--- src/mf3_pkg.sv ---
package mf3_pkg;

  localparam int MAX_WIDTH  = 1024;
  localparam int PIXEL_BITS = 8;
  localparam int MAX_HEIGHT = 4096;

  localparam int COL_W    = $clog2(MAX_WIDTH);
  localparam int EW_W     = COL_W + 1;
  localparam int ROW_W    = 12;
  localparam int FW_W     = 11;
  localparam int FH_W     = 13;
  localparam int CFG_W    = 13;
  localparam int CFG_IDX_W = 2;

  localparam logic [CFG_IDX_W-1:0] REG_FRAME_WIDTH  = CFG_IDX_W'(0);
  localparam logic [CFG_IDX_W-1:0] REG_FRAME_HEIGHT = CFG_IDX_W'(1);

  typedef logic [PIXEL_BITS-1:0] pixel_t;

  // Per-pixel bookkeeping that travels with a pixel down the pipeline.
  typedef struct packed {
    logic             emit;
    logic [ROW_W-1:0] row;
    logic [COL_W-1:0] col;
    logic             done;
  } meta_t;

  // Contents of the stage between the line store read and the window.
  typedef struct packed {
    pixel_t           pixel;
    logic [COL_W-1:0] addr;
    meta_t            meta;
  } stage_t;

endpackage

--- src/mf3_median.sv ---
module mf3_median (
  input  logic                           clk,
  input  logic                           rst_n,
  input  logic                           s1_valid,
  input  mf3_pkg::stage_t                s1,
  input  mf3_pkg::pixel_t                rd_top,
  input  mf3_pkg::pixel_t                rd_mid,
  output logic                           s1_take,
  output logic                           out_valid,
  input  logic                           out_ready,
  output mf3_pkg::pixel_t                out_median_out,
  output logic [mf3_pkg::ROW_W-1:0]      out_row,
  output logic [mf3_pkg::COL_W-1:0]      out_col,
  output logic                           out_frame_done
);
  import mf3_pkg::*;

  typedef struct packed {
    pixel_t lo;
    pixel_t md;
    pixel_t hi;
  } trio_t;

  function automatic pixel_t min2(input pixel_t a, input pixel_t b);
    return (a < b) ? a : b;
  endfunction

  function automatic pixel_t max2(input pixel_t a, input pixel_t b);
    return (a < b) ? b : a;
  endfunction

  function automatic pixel_t med3(input pixel_t a, input pixel_t b, input pixel_t c);
    return max2(min2(a, b), min2(max2(a, b), c));
  endfunction

  function automatic trio_t sort3(input pixel_t a, input pixel_t b, input pixel_t c);
    trio_t t;
    t.lo = min2(min2(a, b), c);
    t.hi = max2(max2(a, b), c);
    t.md = med3(a, b, c);
    return t;
  endfunction

  pixel_t win_r [9];
  trio_t  row_sort_r [3];
  pixel_t lo_max_r, md_med_r, hi_min_r;
  meta_t  meta2_r, meta3_r, meta4_r;
  logic   v2_r, v3_r, v4_r, out_valid_r;
  pixel_t median_r;
  logic [ROW_W-1:0] row_r;
  logic [COL_W-1:0] col_r;
  logic   done_r;
  logic   ready2, ready3, ready4, ready_o;

  assign ready_o = !out_valid_r || out_ready;
  assign ready4  = !v4_r || ready_o;
  assign ready3  = !v3_r || ready4;
  assign ready2  = !v2_r || ready3;
  assign s1_take = ready2;

  always_ff @(posedge clk) begin
    if (!rst_n) begin
      v2_r        <= 1'b0;
      v3_r        <= 1'b0;
      v4_r        <= 1'b0;
      out_valid_r <= 1'b0;
    end else begin
      if (ready2) v2_r <= s1_valid && s1.meta.emit;
      if (ready3) v3_r <= v2_r;
      if (ready4) v4_r <= v3_r;
      if (ready_o) out_valid_r <= v4_r;
    end
  end

  // The window shifts one column per pixel; its rightmost column takes the
  // two line store words and the new pixel.
  always_ff @(posedge clk) begin
    if (s1_valid && ready2) begin
      for (int k = 0; k < 3; k++) begin
        win_r[k*3]   <= win_r[k*3+1];
        win_r[k*3+1] <= win_r[k*3+2];
      end
      win_r[2] <= rd_top;
      win_r[5] <= rd_mid;
      win_r[8] <= s1.pixel;
      meta2_r  <= s1.meta;
    end
  end

  // Median of nine: sort rows, then take the median of the largest low,
  // the middle median and the smallest high.
  always_ff @(posedge clk) begin
    if (ready3) begin
      for (int k = 0; k < 3; k++) begin
        row_sort_r[k] <= sort3(win_r[k*3], win_r[k*3+1], win_r[k*3+2]);
      end
      meta3_r <= meta2_r;
    end
    if (ready4) begin
      lo_max_r <= max2(max2(row_sort_r[0].lo, row_sort_r[1].lo), row_sort_r[2].lo);
      md_med_r <= med3(row_sort_r[0].md, row_sort_r[1].md, row_sort_r[2].md);
      hi_min_r <= min2(min2(row_sort_r[0].hi, row_sort_r[1].hi), row_sort_r[2].hi);
      meta4_r  <= meta3_r;
    end
    if (ready_o) begin
      median_r <= med3(lo_max_r, md_med_r, hi_min_r);
      row_r    <= meta4_r.row;
      col_r    <= meta4_r.col;
      done_r   <= meta4_r.done;
    end
  end

  assign out_valid      = out_valid_r;
  assign out_median_out = median_r;
  assign out_row        = row_r;
  assign out_col        = col_r;
  assign out_frame_done = done_r;

endmodule

--- config.mk ---
export PLATFORM = sky130hd
export DESIGN_NAME = mf3_median
export DESIGN_NICKNAME = d
export VERILOG_FILES = /design/src/mf3_pkg.sv /design/src/mf3_median.sv
export SDC_FILE = /design/constraint.sdc
export NUM_CORES = 1
export LEC_CHECK = 0
export ABC_CLOCK_PERIOD_IN_PS = 7750
export BUFFER_PORTS_ARGS = -buffer_cell sky130_fd_sc_hd__buf_2
export CAP_MARGIN = 20
export CORE_UTILIZATION = 60
export CTS_BUF_LIST = sky130_fd_sc_hd__clkbuf_4
export CTS_CLUSTER_DIAMETER = 50
export DETAILED_ROUTE_END_ITERATION = 10
export PLACE_DENSITY_LB_ADDON = 0.15
export SYNTH_ARGS = -nofsm -noshare
export SYNTH_HDL_FRONTEND = slang
export SYNTH_SLANG_ARGS = --single-unit
--- constraint.sdc ---
create_clock -name clk -period 7.75 [get_ports clk]
set_clock_uncertainty 0.1 [all_clocks]
set_input_delay 0 -clock clk [delete_from_list [all_inputs] [get_ports clk]]
set_output_delay 0 -clock clk [all_outputs]
set_load 0.02 [all_outputs]
======== Word level (Yosys, flattened, before mapping) ========
Memories as Yosys holds them, arrays and structs flattened.
Cells that the tools add are included.
storage, ports and cells
  latch bits .............................. 0
  word-level logic and storage cells ...... 88
  memory bits (writable) .................. 144
  memories kept ........................... 2
  output and inout bits ................... 33
  flip-flop bits (word level) ............. 128
  bits in read-only memories .............. 0
  bits of input ports ..................... 62
memories
  name        depth  width  read ports  clocked after memory_dff  write ports  line              RTL
  row_sort_r  3      24     3           0                         3            mf3_median.sv:45  trio_t row_sort_r [3];
  win_r       9      8      9           0                         9            mf3_median.sv:44  pixel_t win_r [9];
cells by class
  bitwise gates (word level) .............. 0
  $add $sub $neg .......................... 0
  reduce and logical (&&, ||, !) cells .... 10
  multiplexer cells ....................... 34
  order comparisons ....................... 22
  equality and inequality tests ........... 0
  divide/modulo/power cells ............... 0
  multiply operators ...................... 0
  shift operators ......................... 0
operators by type and width
  cell                        number
  two-way mux 8 bit           30
  less-than comparator 8 bit  22
  zero test 1 bit             4
  logical OR 1 bit            4
  two-way mux 1 bit           4
  logical AND 1 bit           2

======== Longest topological paths before layout ========
  depth in word-level cells ............... 8
  depth in mapped cells ................... 25

======== Worst setup path before layout ========
OpenSTA, ideal clock, no wires.
  path kind ............................... register -> register
  start ................................... memory win_r[0][26] in the netlist's numbering
  end ..................................... memory row_sort_r[0][32] in the netlist's numbering, data pin
  path buffers ............................ 3
  setup slack ............................. 2.371 ns
  arrival ................................. 5.003 ns
  required time ........................... 7.374 ns
  cell stages (with the launch flop) ...... 23
  library setup time ...................... 0.276 ns
  cell sequence ........................... edfxtp_1 -> ha_1 -> a21o_1 -> a31oi_1 -> o211ai_2 -> a21oi_4 -> clkbuf_1 -> mux2_2 -> ha_1 -> a21o_1 -> a21o_1 -> a21oi_1 -> a21boi_0 -> o21ba_2 -> buf_2 -> buf_2 -> mux2i_1 -> ha_1 -> nor2b_1 -> o21ai_0 -> nand2b_1 -> a221oi_4 -> mux2i_1
RTL lines
  element          line
  start, declared  mf3_median.sv:44
  end, declared    mf3_median.sv:45

==> impl_metrics.py <==
metrics = {
    "worst_setup_path": {
        "crit_type": "reg2reg",
        "timing.critical_path.slowest_stage_cell": "sky130_fd_sc_hd__a21oi_4",
        "worstPathMaxFanout": 23,
        "critical_path.max_stage_delay_ps": 540,
        "r2r_setup_slack_ps": 1440,
        "cell_by_cell_listing_of_the_critical_path": "ha_1 > a21o_1 > a31oi_1 > o211ai_2 > a21oi_4 > mux2_2 > ha_1 > a21o_1 > a21o_1 > a21oi_1 > a21boi_0 > o21ai_2 > mux2i_1 > ha_1 > and3_1 > o2111ai_1 > o21ai_2 > mux2_2",
        "endpoint_type_of_the_worst_setup_path": "flip-flop",
        "worst_setup_path_start_kind": "flip-flop",
        "cp_data_required_time_ps": 8050,
        "cp.arrival_ps": 6600,
    },
    "yosys": {
        "synthesis.nets": 1424,
        "synthesis.area_per_instance_um2": 12.57,
        "ys_warn_count": 0,
        "synth_area_mm2": 0.01519,
        "postSynthRegisterBits": 272,
        "ys.flop_type": "sky130_fd_sc_hd__edfxtp_1",
        "async_flop_share": 0,
        "synth_enable_flop_cells": 268,
        "unique_masters_post_synth": 62,
        "synth-seq-area-share": 0.5352,
        "syn-instance-count": 1208,
    },
    "sta": {
        "worst_slew_pin_slew_ps": 905.9,
        "report.final.hold_viol_count": 0,
        "fin_hold_ws_ps": 214.6,
        "totalNegativeSetupSlack_ps": 0,
        "finalSetupViolCount": 0,
        "maxSlewViolCount": 0,
        "timing.fmax_mhz": 158.6,
        "postLayoutSetupSlackWorst_ps": 1445,
        "grt_setup_unrepaired": "false",
        "finalWorstPathRequiredPeriod_ps": 6305,
        "maxSlewHeadroom": 0.3960,
        "period_share": 0.8136,
    },
    "placed_design": {
        "dpl_cell_area_mm2": 0.01595,
        "portBuffers": 84,
        "place.detailed.hpwl_um": 21990,
        "place_congestion": 0.8702,
        "pre_cts_ws_ps": 1191,
    },
    "die": {
        "initial_standard_cell_utilization_of_the_core": 0.6172,
        "dieWidth_um": 161.1,
        "die_area_mm2": 0.02595,
        "io_pins": 95,
        "row_count": 57,
        "dieHeight_um": 161.1,
        "core_area_mm2": 0.02460,
    },
    "cts": {
        "cts-buffers-inserted": 70,
        "clock_latency_ps": 710,
        "clock_pin_slew_reported_for_the_worst_setup_and_hold_paths_after_clock_tree_synthesis_ps": 80,
        "cts_num_sinks": 272,
        "post_cts_resized": 0,
        "clockBufferDepth": 3,
        "holdBufCountCts": 103,
        "ctsRootBufferMaster": "sky130_fd_sc_hd__clkbuf_4",
        "cts_max_level": 3,
        "cts_tree": "built",
        "cts.repair_timing.setup_buffer_count": 0,
    },
    "grt": {
        "global_route.overflow_total": 0,
        "antenna_found_initial": 2,
        "grt_first_pass_wirelength_um": 52260,
        "first_global_vias": 10420,
        "pin_count_of_the_biggest_net_entering_global_routing": 63,
        "grt_util_all_layers": 0.2593,
    },
    "power_and_ir_drop": {
        "leakage_component_of_the_power_nw": 7.818,
        "max-vdd-ir-drop_mv": 0.2595,
        "power_density_mw_per_mm2": 394.7,
    },
    "route": {
        "detailedRoute.firstIterationViolations": 584,
        "vias": 10260,
        "detail_route.wirelength_um": 32330,
        "final_antenna_net_count": 0,
        "detailedRoute.firstPassIterationCount": 5,
        "drt_drc_violations_left": 0,
        "routed_wire_length_per_instance_um": 17.81,
        "detail_route.vias_per_cell": 5.652,
    },
    "run": {
        "max-cap-violations": 0,
    },
    "finish": {
        "layout.filler_cells": 1686,
        "finalCoreUtilization": 0.7252,
        "drive_above_1_share": 0.1968,
        "final_area_mm2": 0.01784,
        "areaGrowthSynthToFinish_pct": 17.50,
        "layout.cells.most_common_list": "sky130_fd_sc_hd__edfxtp_1 (268), sky130_fd_sc_hd__ha_1 (154), sky130_fd_sc_hd__inv_1 (147)",
        "most_common_cell_after_layout_fill_and_taps_aside": "sky130_fd_sc_hd__edfxtp_1",
        "nets": 1662,
    },
    "outcome": {
        "outcome": "finished clean",
    },
    "hold_path": {
        "worst_hold_path_type": "in2reg",
    },
}
path summary, 6_finish.rpt:
path | cells past startpoint | from | endpoint
hold / removal | 5 | out_ready | v4_r
hold reg to reg | 0 | meta4_r[11] | out_row[0]
setup reg to reg | 18 | win_r[0][2] | row_sort_r[0][8]
setup / recovery | 18 | win_r[0][2] | row_sort_r[0][8]
per-stage QoR:
| step | std cells | total power [W] |
|---|---|---|
| finish | 1815 | 0.007043 |
| global route | 1815 | 0.007591 |
| CTS | 1811 | 0.007007 |
| detailed placement | 1593 | 0.005774 |
| global placement | 1592 | 0.005630 |
| floorplan | 1208 | 0.005001 |
flip-flops by register name (all words and copies together) (netlist names), 8 cells and up:
register,flops
row_sort_r,72
md_med_r,8
meta2_r,23
out_row,12
lo_max_r,8
out_median_out,8
meta3_r,23
hi_min_r,8
win_r,72
meta4_r,23
out_col,10
logic make-up after synthesis:
group | share of synthesized area
flip-flops | 0.5352
AO/OA/AOI/OAI | 0.1098
AND/OR/NAND/NOR | 0.06377
buffers and inverters | 0.04474
multiplexers | 0.1196
adder cells (fa/ha/maj) | 0.1269
power by group:
group	leakage, nW	switching [W]	internal (W)	total [W]
clock	0.489	0.000595	0.000579	0.00117
combinational	4.53	0.00205	0.00154	0.00359
sequential	2.80	0.000197	0.00208	0.00228
worst max-delay path, delay by kind of cell, from the launching register on:
kind	cells	cell delay [ps]
AO/OA/AOI/OAI	11	3210
adder cells (fa/ha/maj)	3	1000
multiplexers	3	1090
flip-flops	1	440
AND/OR/NAND/NOR	1	150
synth_stat cells (all sizes together), types with 4 or more instances:
master / number / area [µm²]
o21a: 5 / 37.54
a21boi: 5 / 37.54
mux2: 73 / 825.8
a21oi: 53 / 302.8
clkbuf: 16 / 60.06
nor3b: 5 / 42.54
and3: 4 / 25.02
nand3: 10 / 50.05
nor2b: 7 / 43.79
o21ai: 82 / 421.7
edfxtp: 268 / 8048
o22ai: 7 / 43.79
nand2b: 18 / 112.6
mux2i: 99 / 991.0
a211oi: 11 / 82.58
nand2: 57 / 214.0
and2: 7 / 43.79
o211ai: 20 / 160.2
buf: 11 / 67.57
or3: 9 / 56.30
a21o: 27 / 202.7
nor3: 20 / 100.1
dfxtp: 4 / 80.08
ha: 154 / 1927
inv: 147 / 551.8
nor2: 30 / 115.1
nand4: 17 / 106.4
a31oi: 10 / 111.4
final cells by class:
cell class | count | area [µm²] | share of cell area
Clock buffer | 89 | 668.1 | 0.03744
Tap cell | 324 | 405.4 | 0.02272
Clock inverter | 26 | 160.2 | 0.008975
Timing Repair Buffer | 193 | 1529 | 0.08568
Antenna cell | 2 | 5.005 | 0.0002805
Inverter | 147 | 551.8 | 0.03092
Multi-Input combinational cell | 762 | 6397 | 0.3585
Sequential cell | 272 | 8128 | 0.4555
per-layer routing:
layer  track usage  wire length, µm
met1        0.3303            13680
met2        0.4336            15940
met3       0.04674             1814
met4        0.1162              894
met5             0                0
No activity file was read; power rests on OpenSTA's default activity.
