$ cat config.mk
export PLATFORM = sky130hd
export DESIGN_NAME = mf3_scan
export DESIGN_NICKNAME = d
export VERILOG_FILES = /design/src/mf3_pkg.sv /design/src/mf3_scan.sv
export SDC_FILE = /design/constraint.sdc
export NUM_CORES = 1
export LEC_CHECK = 0
export ABC_AREA = 1
export CAP_MARGIN = 20
export CELL_PAD_IN_SITES_DETAIL_PLACEMENT = 0
export CELL_PAD_IN_SITES_GLOBAL_PLACEMENT = 2
export CORE_AREA = 2 2 117 119
export DETAILED_ROUTE_END_ITERATION = 10
export DIE_AREA = 0 0 119 121
export DONT_BUFFER_PORTS = 1
export PLACE_DENSITY_LB_ADDON = 0.12
export SETUP_SLACK_MARGIN = 0.05
export SLEW_MARGIN = 20
export SYNTH_ARGS = -nofsm -noshare
export SYNTH_HDL_FRONTEND = slang
export SYNTH_SLANG_ARGS = --single-unit
$ cat constraint.sdc
create_clock -name clk -period 5.9 [get_ports clk]
set_input_delay 0.295 -clock clk [delete_from_list [all_inputs] [get_ports clk]]
set_output_delay 0.295 -clock clk [all_outputs]
set_load 0.05 [all_outputs]
$ cat src/mf3_pkg.sv
package mf3_pkg;

  localparam int MAX_WIDTH  = 1024;
  localparam int PIXEL_BITS = 8;
  localparam int MAX_HEIGHT = 4096;

  localparam int COL_W    = $clog2(MAX_WIDTH);
  localparam int EW_W     = COL_W + 1;
  localparam int ROW_W    = 12;
  localparam int FW_W     = 11;
  localparam int FH_W     = 13;
  localparam int CFG_W    = 13;
  localparam int CFG_IDX_W = 2;

  localparam logic [CFG_IDX_W-1:0] REG_FRAME_WIDTH  = CFG_IDX_W'(0);
  localparam logic [CFG_IDX_W-1:0] REG_FRAME_HEIGHT = CFG_IDX_W'(1);

  typedef logic [PIXEL_BITS-1:0] pixel_t;

  // Per-pixel bookkeeping that travels with a pixel down the pipeline.
  typedef struct packed {
    logic             emit;
    logic [ROW_W-1:0] row;
    logic [COL_W-1:0] col;
    logic             done;
  } meta_t;

  // Contents of the stage between the line store read and the window.
  typedef struct packed {
    pixel_t           pixel;
    logic [COL_W-1:0] addr;
    meta_t            meta;
  } stage_t;

endpackage

$ cat src/mf3_scan.sv
module mf3_scan (
  input  logic                         clk,
  input  logic                         rst_n,
  input  logic                         cfg_valid,
  output logic                         cfg_ready,
  input  logic [mf3_pkg::CFG_IDX_W-1:0] cfg_index,
  input  logic [mf3_pkg::CFG_W-1:0]     cfg_data,
  input  logic                         in_valid,
  output logic                         in_ready,
  input  mf3_pkg::pixel_t              in_pixel_in,
  input  logic                         s1_take,
  output logic                         s1_valid,
  output mf3_pkg::stage_t              s1,
  output logic                         rd_en,
  output logic [mf3_pkg::COL_W-1:0]     rd_addr
);
  import mf3_pkg::*;

  logic [FW_W-1:0]  frame_width_r;
  logic [FH_W-1:0]  frame_height_r;
  logic [COL_W-1:0] col_r, col_nxt;
  logic [ROW_W-1:0] row_r, row_nxt;
  logic             s1_valid_r;
  stage_t           s1_r;
  logic [EW_W-1:0]  w_eff;
  logic [FH_W-1:0]  h_eff;
  logic [EW_W-1:0]  col_ext;
  logic [FH_W-1:0]  row_ext;
  logic             last_col;
  logic             accept;
  meta_t            meta;

  assign cfg_ready = 1'b1;

  always_ff @(posedge clk) begin
    if (!rst_n) begin
      frame_width_r  <= FW_W'(MAX_WIDTH);
      frame_height_r <= FH_W'(1024);
    end else if (cfg_valid) begin
      unique case (cfg_index)
        REG_FRAME_WIDTH:  frame_width_r  <= cfg_data[FW_W-1:0];
        REG_FRAME_HEIGHT: frame_height_r <= cfg_data[FH_W-1:0];
        default: ;
      endcase
    end
  end

  // Out-of-range sizes are clamped to the supported range.
  always_comb begin
    if (frame_width_r < FW_W'(3)) begin
      w_eff = EW_W'(3);
    end else if (int'(frame_width_r) > MAX_WIDTH) begin
      w_eff = EW_W'(MAX_WIDTH);
    end else begin
      w_eff = EW_W'(frame_width_r);
    end
    if (frame_height_r < FH_W'(3)) begin
      h_eff = FH_W'(3);
    end else if (int'(frame_height_r) > MAX_HEIGHT) begin
      h_eff = FH_W'(MAX_HEIGHT);
    end else begin
      h_eff = frame_height_r;
    end
  end

  assign col_ext  = EW_W'(col_r);
  assign row_ext  = FH_W'(row_r);
  assign last_col = col_ext >= (w_eff - EW_W'(1));

  always_comb begin
    meta.emit = (row_r >= ROW_W'(2)) && (col_r >= COL_W'(2)) &&
                (row_ext < h_eff) && (col_ext < w_eff);
    meta.row  = row_r - ROW_W'(1);
    meta.col  = col_r - COL_W'(1);
    meta.done = (row_ext == h_eff - FH_W'(1)) && (col_ext == w_eff - EW_W'(1));
  end

  always_comb begin
    col_nxt = col_r;
    row_nxt = row_r;
    if (last_col) begin
      col_nxt = '0;
      row_nxt = (row_ext >= h_eff - FH_W'(1)) ? '0 : row_r + ROW_W'(1);
    end else begin
      col_nxt = col_r + COL_W'(1);
    end
  end

  assign in_ready = !s1_valid_r || s1_take;
  assign accept   = in_valid && in_ready;

  always_ff @(posedge clk) begin
    if (!rst_n) begin
      col_r      <= '0;
      row_r      <= '0;
      s1_valid_r <= 1'b0;
    end else begin
      if (accept) begin
        col_r <= col_nxt;
        row_r <= row_nxt;
      end
      if (in_ready) begin
        s1_valid_r <= in_valid;
      end
    end
  end

  always_ff @(posedge clk) begin
    if (accept) begin
      s1_r.pixel <= in_pixel_in;
      s1_r.addr  <= col_r;
      s1_r.meta  <= meta;
    end
  end

  assign s1_valid = s1_valid_r;
  assign s1       = s1_r;
  assign rd_en    = accept;
  assign rd_addr  = col_r;

endmodule

; ---- After elaboration in Yosys (flattened, before gate mapping)
; Index checks and enable logic that the tools add are counted.
; W data, S select, Z words.
[totals]
in_bits = 28
out_inout_bits = 56
regBits = 89
[classes]
eq_ne = 3
magnitude_cmp = 10
n_mux = 6
addsub = 6
n_reduce_logical = 11
[ops]
columns = op, count
row1 = $mux W13, 2
row2 = $mux W11, 2
row3 = $eq A12 B13 Y1, 1
row4 = $ge A12 B13 Y1, 1
row5 = $gt A13 B13 Y1 const B, 1
row6 = $lt A12 B13 Y1, 1
row7 = $lt A13 B2 Y1 const B, 1
row8 = $sub A13 B1 Y13 const B, 1
row9 = $add A12 B1 Y12 const B, 1
row10 = $ge A12 B2 Y1 const B, 1
row11 = $mux W12, 1
row12 = $sub A12 B1 Y12 const B, 1
row13 = $eq A10 B11 Y1, 1
row14 = $ge A10 B11 Y1, 1
row15 = $gt A11 B11 Y1 const B, 1
row16 = $lt A10 B11 Y1, 1
row17 = $lt A11 B2 Y1 const B, 1
row18 = $sub A11 B1 Y11 const B, 1
row19 = $add A10 B1 Y10 const B, 1
row20 = $ge A10 B2 Y1 const B, 1
row21 = $mux W10, 1
row22 = $sub A10 B1 Y10 const B, 1
row23 = $reduce_and A2 Y1, 3
row24 = $logic_and A1 B1 Y1, 5
row25 = other kinds (4), 4

; ---- Depth between registers and ports, before layout
; Gate-level depths: netlist of run 1.
[depth]
word_depth = 6
mapped_depth = 26
ltp_nobuf = 25

; ---- Worst setup path before layout of run 1
; OpenSTA, ideal clock, no wires.
[synth_path]
path_type = reg2reg
from = register s1_valid_r (netlist: s1_valid)
to = register col_r[9] (netlist: rd_addr[9])
n_path_buf = 0
slack_ns = 2.174
stages_incl_launch_ff = 11
t_arrival_ns = 3.608
t_required_ns = 5.782
setup_ns = 0.118
cell_sequence = dfxtp_1 > nand2_1 > nand2_1 > clkinv_1 > nand4_1 > nor2_1 > nand2_1 > nor2_1 > nand2_1 > xor2_1 > nor2_1
[synth_via]
elab_chain_cells = 3
[synth_lines]
columns = item, line
row1 = start: declaration, mf3_scan.sv:23  ; logic s1_valid_r;
row2 = start signal: assignment, mf3_scan.sv:103  ; s1_valid_r <= in_valid;
row3 = $logic_not A1 Y1, mf3_scan.sv:89  ; assign in_ready = !s1_valid_r || s1_take;
row4 = $logic_or A1 B1 Y1, mf3_scan.sv:89
row5 = via in_ready, mf3_scan.sv:9  ; output logic in_ready,
row6 = $logic_and A1 B1 Y1, mf3_scan.sv:90  ; assign accept = in_valid && in_ready;
row7 = via rd_en, mf3_scan.sv:14  ; output logic rd_en,
row8 = end signal: assignment, mf3_scan.sv:99  ; col_r <= col_nxt;
row9 = end: declaration, mf3_scan.sv:21  ; logic [COL_W-1:0] col_r, col_nxt;
; The timed path passes the listed nets, and every way through them passes these cells.
; A chain may end at the register's enable or synchronous reset.

; ---- Worst setup path after layout of run 1
[layout_path]
from = register frame_width_r[2]
to = register row_r[11]
[layout_via]
elab_chain_cells = 6
elab_cells_between_ends = 7
[layout_lines]
columns = item, line
row1 = start: declaration, mf3_scan.sv:19  ; logic [FW_W-1:0] frame_width_r;
row2 = start signal: assignment, mf3_scan.sv:37  ; frame_width_r <= FW_W'(MAX_WIDTH);
row3 = start signal: assignment, mf3_scan.sv:41  ; REG_FRAME_WIDTH: frame_width_r <= cfg_data[FW_W-1:0];
row4 = $gt A11 B11 Y1, mf3_scan.sv:52  ; end else if (int'(frame_width_r) > MAX_WIDTH) begin
row5 = $mux W11, mf3_scan.sv:52
row6 = $mux W11 *, mf3_scan.sv:50  ; if (frame_width_r < FW_W'(3)) begin
row7 = $sub A11 B1 Y11 *, mf3_scan.sv:68  ; assign last_col = col_ext >= (w_eff - EW_W'(1));
row8 = $ge A10 B11 Y1 *, mf3_scan.sv:68
row9 = $reduce_and A2 Y1 (no line) *, -
row10 = end signal: assignment, mf3_scan.sv:100  ; row_r <= row_nxt;
row11 = end: declaration, mf3_scan.sv:22  ; logic [ROW_W-1:0] row_r, row_nxt;
; Mark *: on every way between the ends. The rest lies on a longest branch, timed or not.

==> run_results.csv, run 1 <==
group,metric,value,unit
detailed_routing,vias,4150,
setup_path,cp_max_fo,11,
global_route,grt_pass1_vias,3999,
clocking,postCtsResizedCells,0,
setup_path,cp_common_cell,"nand2_1",
yosys,syn_area,0.005325,mm^2
yosys,synthAdderAreaFrac,12.22,%
clocking,cts_buffer_depth,2,
yosys,synth_nets,716,
setup_path,critPathSlowestCell,"dfxtp_1",
yosys,postSynthCellCount,636,
setup_path,crit_path_start_kind,"flop",
clocking,cts_buffers,9,
yosys,muxShareOfSynthArea,0,%
yosys,synthXorXnorAreaFrac,6.250,%
power_and_ir_drop,p_leak,2.429,nW
finish,nNetsFinal,714,
clocking,cts_tree,"done",
floorplanning,start_util,40.70,%
timing,fin_crit_sh,58.72,%
yosys,syn_area_per_cell,8.373,um^2
clocking,insertion_delay,350,ps
timing,fmax,288.7,MHz
place,port_buffers,0,
place,hpwl,9969,um
yosys,synth-edff-count,42,
finish,fillers,1332,
yosys,synthSimpleGateAreaFrac,22.16,%
setup_path,cp.required,6130,ps
setup_path,rrSetupSlack,2440,ps
setup_path,worstSetupEndpointType,"flop",
setup_path,max_stage_delay,350,ps
timing,tightest_slew,900.1,ps
global_route,grt_pass1_wl,21290,um
floorplanning,core_area,0.01309,mm^2
worst_hold_path,hold_class,"input pin to flop",
timing,min_period,3464,ps
timing,setup_ws,2436,ps
timing,finalSetupViolCount,0,
setup_path,critical_path_buf_inv_count,0,
yosys,synthFlopType,"dfxtp_1",
detailed_routing,first_iter_violations,193,
detailed_routing,wl_per_cell,16.14,um
detailed_routing,first_pass_iters,4,
power_and_ir_drop,powerDensity,259.9,mW/mm^2
job,cap_violations,0,
global_route,grt_overflow,0,
timing,slew_violations,0,
yosys,synth_compound_area_share,11.33,%
setup_path,cp_top_family,"simple AND/OR/NAND/NOR gates",
place,gp_congestion,0.7701,
timing,hold_viol,0,
finish,multiInputGateArea,0.002770,mm^2
timing,setup_tns,0,ps
finish,antennaDiodeCount,0,
global_route,grt.total_usage,19.08,%
detailed_routing,postRouteAntennaNets,0,
finish,fin_util,44.05,%
setup_path,cp_cell_sequence,"nor2_1 -> a21bo_2 -> nor3_1 -> a21oi_1 -> ha_1 -> xor2_1 -> ha_1 -> nand2_1 -> o21ai_0 -> nand3_1 -> nand2_1 -> nand2_1 -> a21boi_0 -> nand3_1 -> nand3_2 -> nand2_2 -> nand2_2 -> o21ai_1",
clocking,cts_setup_buffers,0,
timing,slew_headroom,39.91,%
global_route,antenna_found_initial,0,
clocking,root_buffer,"clkbuf_16",
timing,rsz0062_at_grt,"no",
global_route,grt_max_degree,50,
setup_path,arrival,3690,ps
clocking,clk_pin_slew,70,ps
yosys,ys_ff_latch,89,
clocking,cts_sinks,89,
finish,layout_common_cells,"86 x nand2_1, 84 x nor2_1, 68 x inv_1",
timing,finClkSkew,13.63,ps
power_and_ir_drop,ir_worst_vdd,0.1466,mV
finish,drive_above_1_share,6.573,%
setup_path,crit_type,"flop to flop",
detailed_routing,viasPerCell,5.092,
finish,fin_cells,815,
place,place_ws,2472,ps
yosys,async_flop_share,0,%
finish,layout_commonest_cell,"nand2_1",
place,dp_cells,799,
floorplanning,die_h,121,um
floorplanning,ios,84,
detailed_routing,drt-total-wl,13150,um
floorplanning,die-area,0.01440,mm^2
clocking,holdBufCountCts,0,
run_status,outcome,"complete, no violations",
finish,regArea,0.002202,mm^2
finish,area_growth,8.247,%
yosys,synth_seq_area_share,41.35,%
yosys,yosysUniqueCellTypes,43,
floorplanning,num_rows,42,
clocking,cts_max_level,3,
yosys,synth_top_family_by_area,"simple AND/OR/NAND/NOR gates",
yosys,ys_warn_count,0,
power_and_ir_drop,p_total,1.498,mW
floorplanning,die_width,119,um
detailed_routing,drc,0,
## synthesized netlist by cell type (2+ instances only)
master    count  area (um^2)
nand2_1      86        322.8
nor2_1       84        315.3
inv_1        68        255.2
ha_1         52        650.6
dfxtp_1      47        940.9
edfxtp_1     42         1261
nand3_1      40        200.2
a21oi_1      38        190.2
o21ai_0      38        190.2
xor2_1       29        254.0
nor3_1       16        80.08
o21ai_1      14        70.07
nand4_1      13        81.33
xnor2_1       9        78.83
clkbuf_1      8        30.03
nand2_2       5        31.28
nand3_2       4        40.04
buf_2         3        15.01
buf_6         3        33.78
nand3b_1      3        22.52
o21ai_2       3        26.28
a21o_1        2        15.01
a31oi_1       2        12.51
and3_1        2        12.51
inv_2         2        7.510
nor2_2        2        12.51
nor3_2        2        20.02
nor4_1        2        12.51
o211ai_1      2        15.01
o21bai_1      2        15.01
## area by class of cell
| class | instances | share of cell area [%] |
|---|---|---|
| flip-flops and latches | 89 | 38.20 |
| multi-input cells | 461 | 48.06 |
| well taps | 176 | 3.820 |
| inverters | 71 | 4.623 |
| clock inverters | 7 | 1.129 |
| repair buffers | 2 | 0.2605 |
| clock buffers | 9 | 3.907 |
## per-stage QoR
stage	cell area [um^2]	hold slack (ps)
final	5764	41.12
after floorplan	5325	393.9
after global routing	5764	12.22
after global placement	5474	394.0
after CTS	5764	18.45
after detailed placement	5474	394.0
## kinds of logic after synthesis
group                    Yosys count
AND/OR/NAND/NOR                  262
AO/OA/AOI/OAI                    108
flip-flops                        89
buffers and inverters             86
adder cells (fa/ha/maj)           52
XOR/XNOR                          38
other                              1
## where the power goes
group	internal [mW]	switching, mW
logic	0.0709	0.130
clock network	0.294	0.264
registers	0.674	0.0655
## worst reg2reg max path, cell delays in order, from the launching register on
cell and delay [ps]:
dfxtp_1 350, nor2_1 130, a21bo_2 230, nor3_1 230, a21oi_1 140, ha_1 280, xor2_1 180, ha_1 290
nand2_1 70, o21ai_0 160, nand3_1 90, nand2_1 60, nand2_1 40, a21boi_0 190, nand3_1 150, nand3_2 160
nand2_2 200, nand2_2 290, o21ai_1 90
## per-layer routing
metal / vias to the layer above / track usage (%) / part of all wire, %
li1: 2149 / - / -
met1: 1887 / 25.50 / 48
met2: 106 / 30.39 / 46
met3: 8 / 4.511 / 4.6
met4: 0 / 6.473 / 0.79
met5: - / 0 / 0
## path summary, 6_finish.rpt
| path | from | endpoint | cells past startpoint |
|---|---|---|---|
| min reg2reg | frame_height_r[1]$_SDFFE_PN0P_ | frame_height_r[1]$_SDFFE_PN0P_ | 2 |
| max | frame_width_r[2]$_SDFFE_PN0P_ | row_r[11]$_SDFFE_PN0P_ | 18 |
| max reg2reg | frame_width_r[2]$_SDFFE_PN0P_ | row_r[11]$_SDFFE_PN0P_ | 18 |
| min | in_pixel_in[2] | s1[36]$_DFFE_PP_ | 0 |
## registers in the layout, indices dropped and copies added (netlist names)
| name | cells |
|---|---|
| frame_height_r | 13 |
| s1_valid | 1 |
| row_r | 12 |
| frame_width_r | 11 |
| s1 | 42 |
| rd_addr | 10 |
Note: power is estimated with default switching activity, not from simulation.
==> run 2, diff against run 1 <==
--- a/config.mk
+++ b/config.mk
@@ -9,9 +9,9 @@
 export CAP_MARGIN = 20
 export CELL_PAD_IN_SITES_DETAIL_PLACEMENT = 0
 export CELL_PAD_IN_SITES_GLOBAL_PLACEMENT = 2
-export CORE_AREA = 2 2 117 119
+export CORE_AREA = 2 2 129 131
 export DETAILED_ROUTE_END_ITERATION = 10
-export DIE_AREA = 0 0 119 121
+export DIE_AREA = 0 0 131 133
 export DONT_BUFFER_PORTS = 1
 export PLACE_DENSITY_LB_ADDON = 0.12
 export SETUP_SLACK_MARGIN = 0.05
==> constraint.sdc (replaced) <==
create_clock -name clk -period 2.88 [get_ports clk]
set_input_delay 0.144 -clock clk [delete_from_list [all_inputs] [get_ports clk]]
set_output_delay 0.144 -clock clk [all_outputs]
set_load 0.05 [all_outputs]
==> run 2 against run 1 <==
  * Sequential share of layout area down 7.5 points
  * Maximum frequency increased by 22%
  * Register-to-register slack got worse by 2400 ps
  * First-iteration DRC count grew 46%
  * Flip-flop and latch count unchanged
  * Largest power group unchanged
==> run_results.csv, run 2 (synthesized netlist as in run 1, its figures left out) <==
group,metric,value,unit
run_status,outcome,"complete, no violations",
global_route,grt.total_usage,16.61,%
detailed_routing,vias,4557,
detailed_routing,postRouteAntennaNets,0,
timing,hold_ws,12.15,ps
timing,tightest_slew,646.7,ps
clocking,insertion_delay,350,ps
detailed_routing,drc,0,
setup_path,r2r-end,"row_r[4]$_SDFFE_PN0P_",
setup_path,crit_type,"flop to flop",
timing,slew_headroom,56.89,%
detailed_routing,viasPerCell,4.752,
finish,nNetsFinal,814,
finish,largest_register_ffs,42,
finish,drive_above_1_share,30.31,%
global_route,grt_pass1_wl,22470,um
setup_path,arrival,3090,ps
setup_path,worst_r2r_path_depth,18,
setup_path,crit_path_start_kind,"flop",
setup_path,rrSetupSlack,30,ps
floorplanning,num_rows,47,
worst_hold_path,min_path_cells,2,
detailed_routing,first_iter_violations,281,
timing,fmax,351.4,MHz
timing,rsz0062_at_grt,"yes",
worst_hold_path,hold_class,"input pin to flop",
timing,min_period,2846,ps
setup_path,worstSetupEndpointType,"flop",
detailed_routing,first_pass_iters,4,
timing,hold_viol,0,
clocking,cts_tree,"done",
setup_path,critPathLaunch,"frame_height_r[8]$_SDFFE_PN0P_",
timing,fin_crit_sh,98.81,%
global_route,grt_max_degree,44,
clocking,cts_buffers,9,
place,dp_cells,909,
timing,slew_violations,0,
finish,fin_cells,959,
power_and_ir_drop,powerDensity,466.0,mW/mm^2
setup_path,cp_common_cell,"nand2_2",
power_and_ir_drop,ir_worst_vdd,0.2698,mV
finish,area_growth,35.83,%
place,port_buffers,0,
floorplanning,ios,84,
clocking,cts_max_level,3,
floorplanning,die_h,133,um
global_route,grt_pass1_vias,4404,
floorplanning,die-area,0.01742,mm^2
clocking,root_buffer,"clkbuf_16",
timing,finClkSkew,10.99,ps
global_route,antenna_found_initial,0,
place,hpwl,10690,um
setup_path,max_stage_delay,330,ps
detailed_routing,drt-total-wl,14310,um
power_and_ir_drop,p_total,3.370,mW
detailed_routing,wl_per_cell,14.92,um
finish,layout_common_cells,"74 x nand2_1, 66 x buf_4, 63 x nor2_1",
setup_path,cp_max_fo,6,
setup_path,crit_path_end,"row_r[4]$_SDFFE_PN0P_",
setup_path,critPathSlowestCell,"dfxtp_2",
setup_path,cp_cell_sequence,"nor2_2 -> nand3_2 -> nor3_4 -> o21ai_4 -> ha_4 -> and3_4 -> xor2_2 -> ha_4 -> nand2_2 -> nor3_2 -> o21ai_1 -> nand4_1 -> nand2_2 -> nand2_2 -> nand3_4 -> buf_12 -> nand3b_1 -> o21ai_1",
finish,layout_commonest_cell,"nand2_1",
setup_path,cp.required,3120,ps
floorplanning,die_width,131,um
clocking,clk_pin_slew,70,ps
clocking,cts_buffer_depth,2,
job,cap_violations,0,
finish,antennaDiodeCount,0,
timing,finalSetupViolCount,0,
floorplanning,core_area,0.01617,mm^2
setup_path,r2r_start,"frame_height_r[8]$_SDFFE_PN0P_",
power_and_ir_drop,p_leak,3.037,nW
global_route,grt_overflow,0,
place,gp_congestion,0.8110,
clocking,cts_sinks,89,
floorplanning,start_util,32.93,%
finish,fin_util,44.73,%
run 2: repair_timing:
action | in CTS | in global routing
setup buffers | 4 | 6
hold buffers | 22 | 1
resized for setup | 67 | 80
endpoints found under the setup margin | 22 | 24
pin swaps | 36 | 43
hold endpoints to repair | 45 | 2
cloned | 1 | 0
run 2: worst min-delay path by stage:
stage                               from                            end  slack (ps)
final                        cfg_data[5]  frame_width_r[5]$_SDFFE_PN0P_          10
after global routing               rst_n          row_r[5]$_SDFFE_PN0P_          30
after CTS                    cfg_data[5]  frame_width_r[5]$_SDFFE_PN0P_           7
after detailed placement  in_pixel_in[1]               s1[35]$_DFFE_PP_         240
after global placement    in_pixel_in[1]               s1[35]$_DFFE_PP_         240
after floorplan           in_pixel_in[0]               s1[34]$_DFFE_PP_         240
run 2: metal layers:
metal	GRT usage, %	up-vias	wire, um
li1	-	2346	-
met1	23.06	2105	6934
met2	26.40	94	6730
met3	2.386	12	452
met4	5.378	0	191
met5	0	-	0
run 2: layout make-up:
class | count | area, um^2
Clock inverter | 7 | 71.32
Timing Repair Buffer | 102 | 924.6
Inverter | 71 | 276.5
Multi-Input combinational cell | 461 | 3237
Fill cell | 1628 | 8939
Sequential cell | 89 | 2223
Clock buffer | 9 | 225.2
Tap cell | 220 | 275.3
run 2: critical path: cells and delay by family, from the launching register on:
kind,cells,cell delay (ps)
adder cells (fa/ha/maj),2,470
AND/OR/NAND/NOR,11,1350
flip-flops,1,330
XOR/XNOR,1,180
buffers and inverters,1,160
AO/OA/AOI/OAI,3,230
run 2: report_power, final:
part	internal (mW)	total (mW)	switching, mW
registers	1.38	1.51	0.122
clock network	0.610	1.18	0.572
logic	0.305	0.684	0.379
total	2.30	3.37	1.07
run 2: per-stage QoR:
stage	worst slack [ps]	setup TNS, ps	area [um^2]
after detailed placement	-186.3	-3088	6055
after global routing	-130.0	-1522	7233
after floorplan	76.24	0	5330
final	34.15	0	7233
after global placement	-142.5	-2089	6055
after CTS	36.73	0	6857
==> run 3, diff against run 2 <==
--- a/config.mk
+++ b/config.mk
@@ -7,11 +7,9 @@
 export LEC_CHECK = 0
 export ABC_AREA = 1
 export CAP_MARGIN = 20
-export CELL_PAD_IN_SITES_DETAIL_PLACEMENT = 0
-export CELL_PAD_IN_SITES_GLOBAL_PLACEMENT = 2
-export CORE_AREA = 2 2 129 131
+export CORE_AREA = 2 2 107 109
 export DETAILED_ROUTE_END_ITERATION = 10
-export DIE_AREA = 0 0 131 133
+export DIE_AREA = 0 0 109 111
 export DONT_BUFFER_PORTS = 1
 export PLACE_DENSITY_LB_ADDON = 0.12
 export SETUP_SLACK_MARGIN = 0.05
==> run 3 against run 2 <==
  * The flow now finishes with violations (negative hold slack)
  * Combinational power decreased by 12%
  * Setup slack about the same
  * Clock power fell by 5%
  * Register-to-register slack is essentially flat
  * Sequential power is essentially flat
  * Critical path type unchanged
  * Critical endpoint is now row_r[10]$_SDFFE_PN0P_
  * Largest power group unchanged
  * Highest routed layer unchanged
==> run_results.csv, run 3 (synthesized netlist as in run 1, its figures left out) <==
group,metric,value,unit
run_status,outcome,"complete, but fails checks",
run_status,violations,"negative hold slack",
clocking,cts_max_level,3,
place,hpwl,9505,um
timing,setup_ws,34.44,ps
detailed_routing,drt-total-wl,13090,um
floorplanning,die_width,109,um
setup_path,crit_path_start_kind,"flop",
power_and_ir_drop,p_leak,2.944,nW
global_route,grt_pass1_vias,4418,
floorplanning,ios,84,
finish,drive_above_1_share,27.46,%
timing,fin_crit_sh,98.80,%
floorplanning,die_h,111,um
detailed_routing,first_iter_violations,235,
floorplanning,die-area,0.01210,mm^2
detailed_routing,viasPerCell,5.234,
finish,nNetsFinal,807,
detailed_routing,first_pass_iters,5,
setup_path,cp.required,3110,ps
timing,min_period,2846,ps
timing,rsz0062_at_grt,"yes",
timing,finClkSkew,9.571,ps
detailed_routing,wl_per_cell,14.96,um
clocking,cts_tree,"done",
power_and_ir_drop,ir_worst_vdd,0.2510,mV
setup_path,cp_max_fo,10,
global_route,antenna_found_initial,0,
power_and_ir_drop,p_total,3.237,mW
job,cap_violations,0,
clocking,cts_buffers,9,
clocking,cts_buffer_depth,2,
global_route,grt_overflow,0,
timing,tightest_slew,652.1,ps
timing,fmax,351.4,MHz
timing,slew_headroom,56.52,%
power_and_ir_drop,powerDensity,472.2,mW/mm^2
place,gp_congestion,0.8403,
clocking,insertion_delay,350,ps
place,place_ws,-167.8,ps
timing,slew_violations,0,
finish,layout_common_cells,"78 x nand2_1, 69 x buf_4, 64 x nor2_1",
place,port_buffers,0,
worst_hold_path,min_path_cells,2,
timing,finalSetupViolCount,0,
setup_path,crit_type,"flop to flop",
global_route,grt_pass1_wl,21110,um
floorplanning,core_area,0.01108,mm^2
global_route,grt.total_usage,21.93,%
worst_hold_path,hold_class,"input pin to flop",
finish,area_growth,28.74,%
clocking,cts_sinks,89,
detailed_routing,drc,0,
timing,hold_ws,-3.122,ps
setup_path,worst_r2r_path_depth,19,
global_route,grt_max_degree,43,
setup_path,worstSetupEndpointType,"flop",
finish,final_area,0.006855,mm^2
setup_path,arrival,3070,ps
finish,fillers,945,
timing,hold_viol,1,
floorplanning,num_rows,39,
clocking,clk_pin_slew,70,ps
finish,fin_util,61.89,%
floorplanning,start_util,48.07,%
detailed_routing,vias,4580,
finish,largest_register_ffs,42,
finish,layout_commonest_cell,"nand2_1",
finish,antennaDiodeCount,0,
place,place_area,0.005901,mm^2
detailed_routing,postRouteAntennaNets,0,
clocking,root_buffer,"clkbuf_16",
[run 3: cell types whose count changed in the layout (fill, tap and decap cells not counted), sizes merged]
cell	change
clkbuf	+1
nand3	+1
clkinvlp	-1
dlygate4sd3	-4
nand2	+1
buf	-5
[run 3: layout make-up]
| type | instances | area (um^2) | area share, % |
|---|---|---|---|
| Multi-Input combinational cell | 463 | 3109 | 45.35 |
| Sequential cell | 89 | 2222 | 32.41 |
| Timing Repair Buffer | 93 | 792.0 | 11.55 |
| Inverter | 71 | 274.0 | 3.997 |
| Clock buffer | 10 | 229.0 | 3.340 |
| Tap cell | 143 | 178.9 | 2.610 |
| Clock inverter | 6 | 50.05 | 0.7301 |
[run 3: timing repair]
action                     CTS  global route
setup endpoints to repair   21            23
pin swaps                    7            39
hold endpoints to repair    45             0
resized for setup           24            86
hold buffers                19             0
gates cloned                 1             1
setup buffers                4             8
[run 3: final timing paths]
check                                        end  slack (ps)                     startpoint
hold / removal    frame_height_r[9]$_SDFFE_PN0P_          -3                    cfg_data[9]
setup reg to reg          row_r[10]$_SDFFE_PN0P_          30  frame_width_r[3]$_SDFFE_PN0P_
setup / recovery          row_r[10]$_SDFFE_PN0P_          30  frame_width_r[3]$_SDFFE_PN0P_
hold reg to reg    frame_width_r[4]$_SDFFE_PN0P_         530  frame_width_r[4]$_SDFFE_PN0P_
[run 3: where the power goes]
group	switching, mW	internal, mW
logic	0.341	0.262
clock network	0.526	0.598
registers	0.127	1.38
total	0.994	2.24
[run 3: critical path, cell delays in order (launching register included)]
cell and delay (ps):
dfxtp_2 330, nor2_2 100, a21bo_2 240, nor3_4 150, a21oi_2 70, ha_2 200, xor2_1 170, ha_1 320
nand2_2 70, o21ai_2 130, nand3_1 90, nand2_1 70, nand2_1 50, a21boi_1 140, nand3_2 120, nand3_4 130
nand2_4 80, buf_12 150, nand3_1 60, o21ai_1 70
[run 3: metal layers]
metal	track usage, %	part of all wire (%)	vias up
li1	-	-	2341
met1	29.74	45	2105
met2	35.82	50	123
met3	3.351	4.4	11
met4	6.410	1.1	0
met5	0	0	-
[run 3: stage by stage]
stage / TNS (ps) / cells
2_1_floorplan: 0 / 636
3_3_place_gp: -834.8 / 826
3_5_place_dp: -3106 / 826
4_1_cts: 0 / 866
5_1_grt: -2349 / 875
6_report: 0 / 875
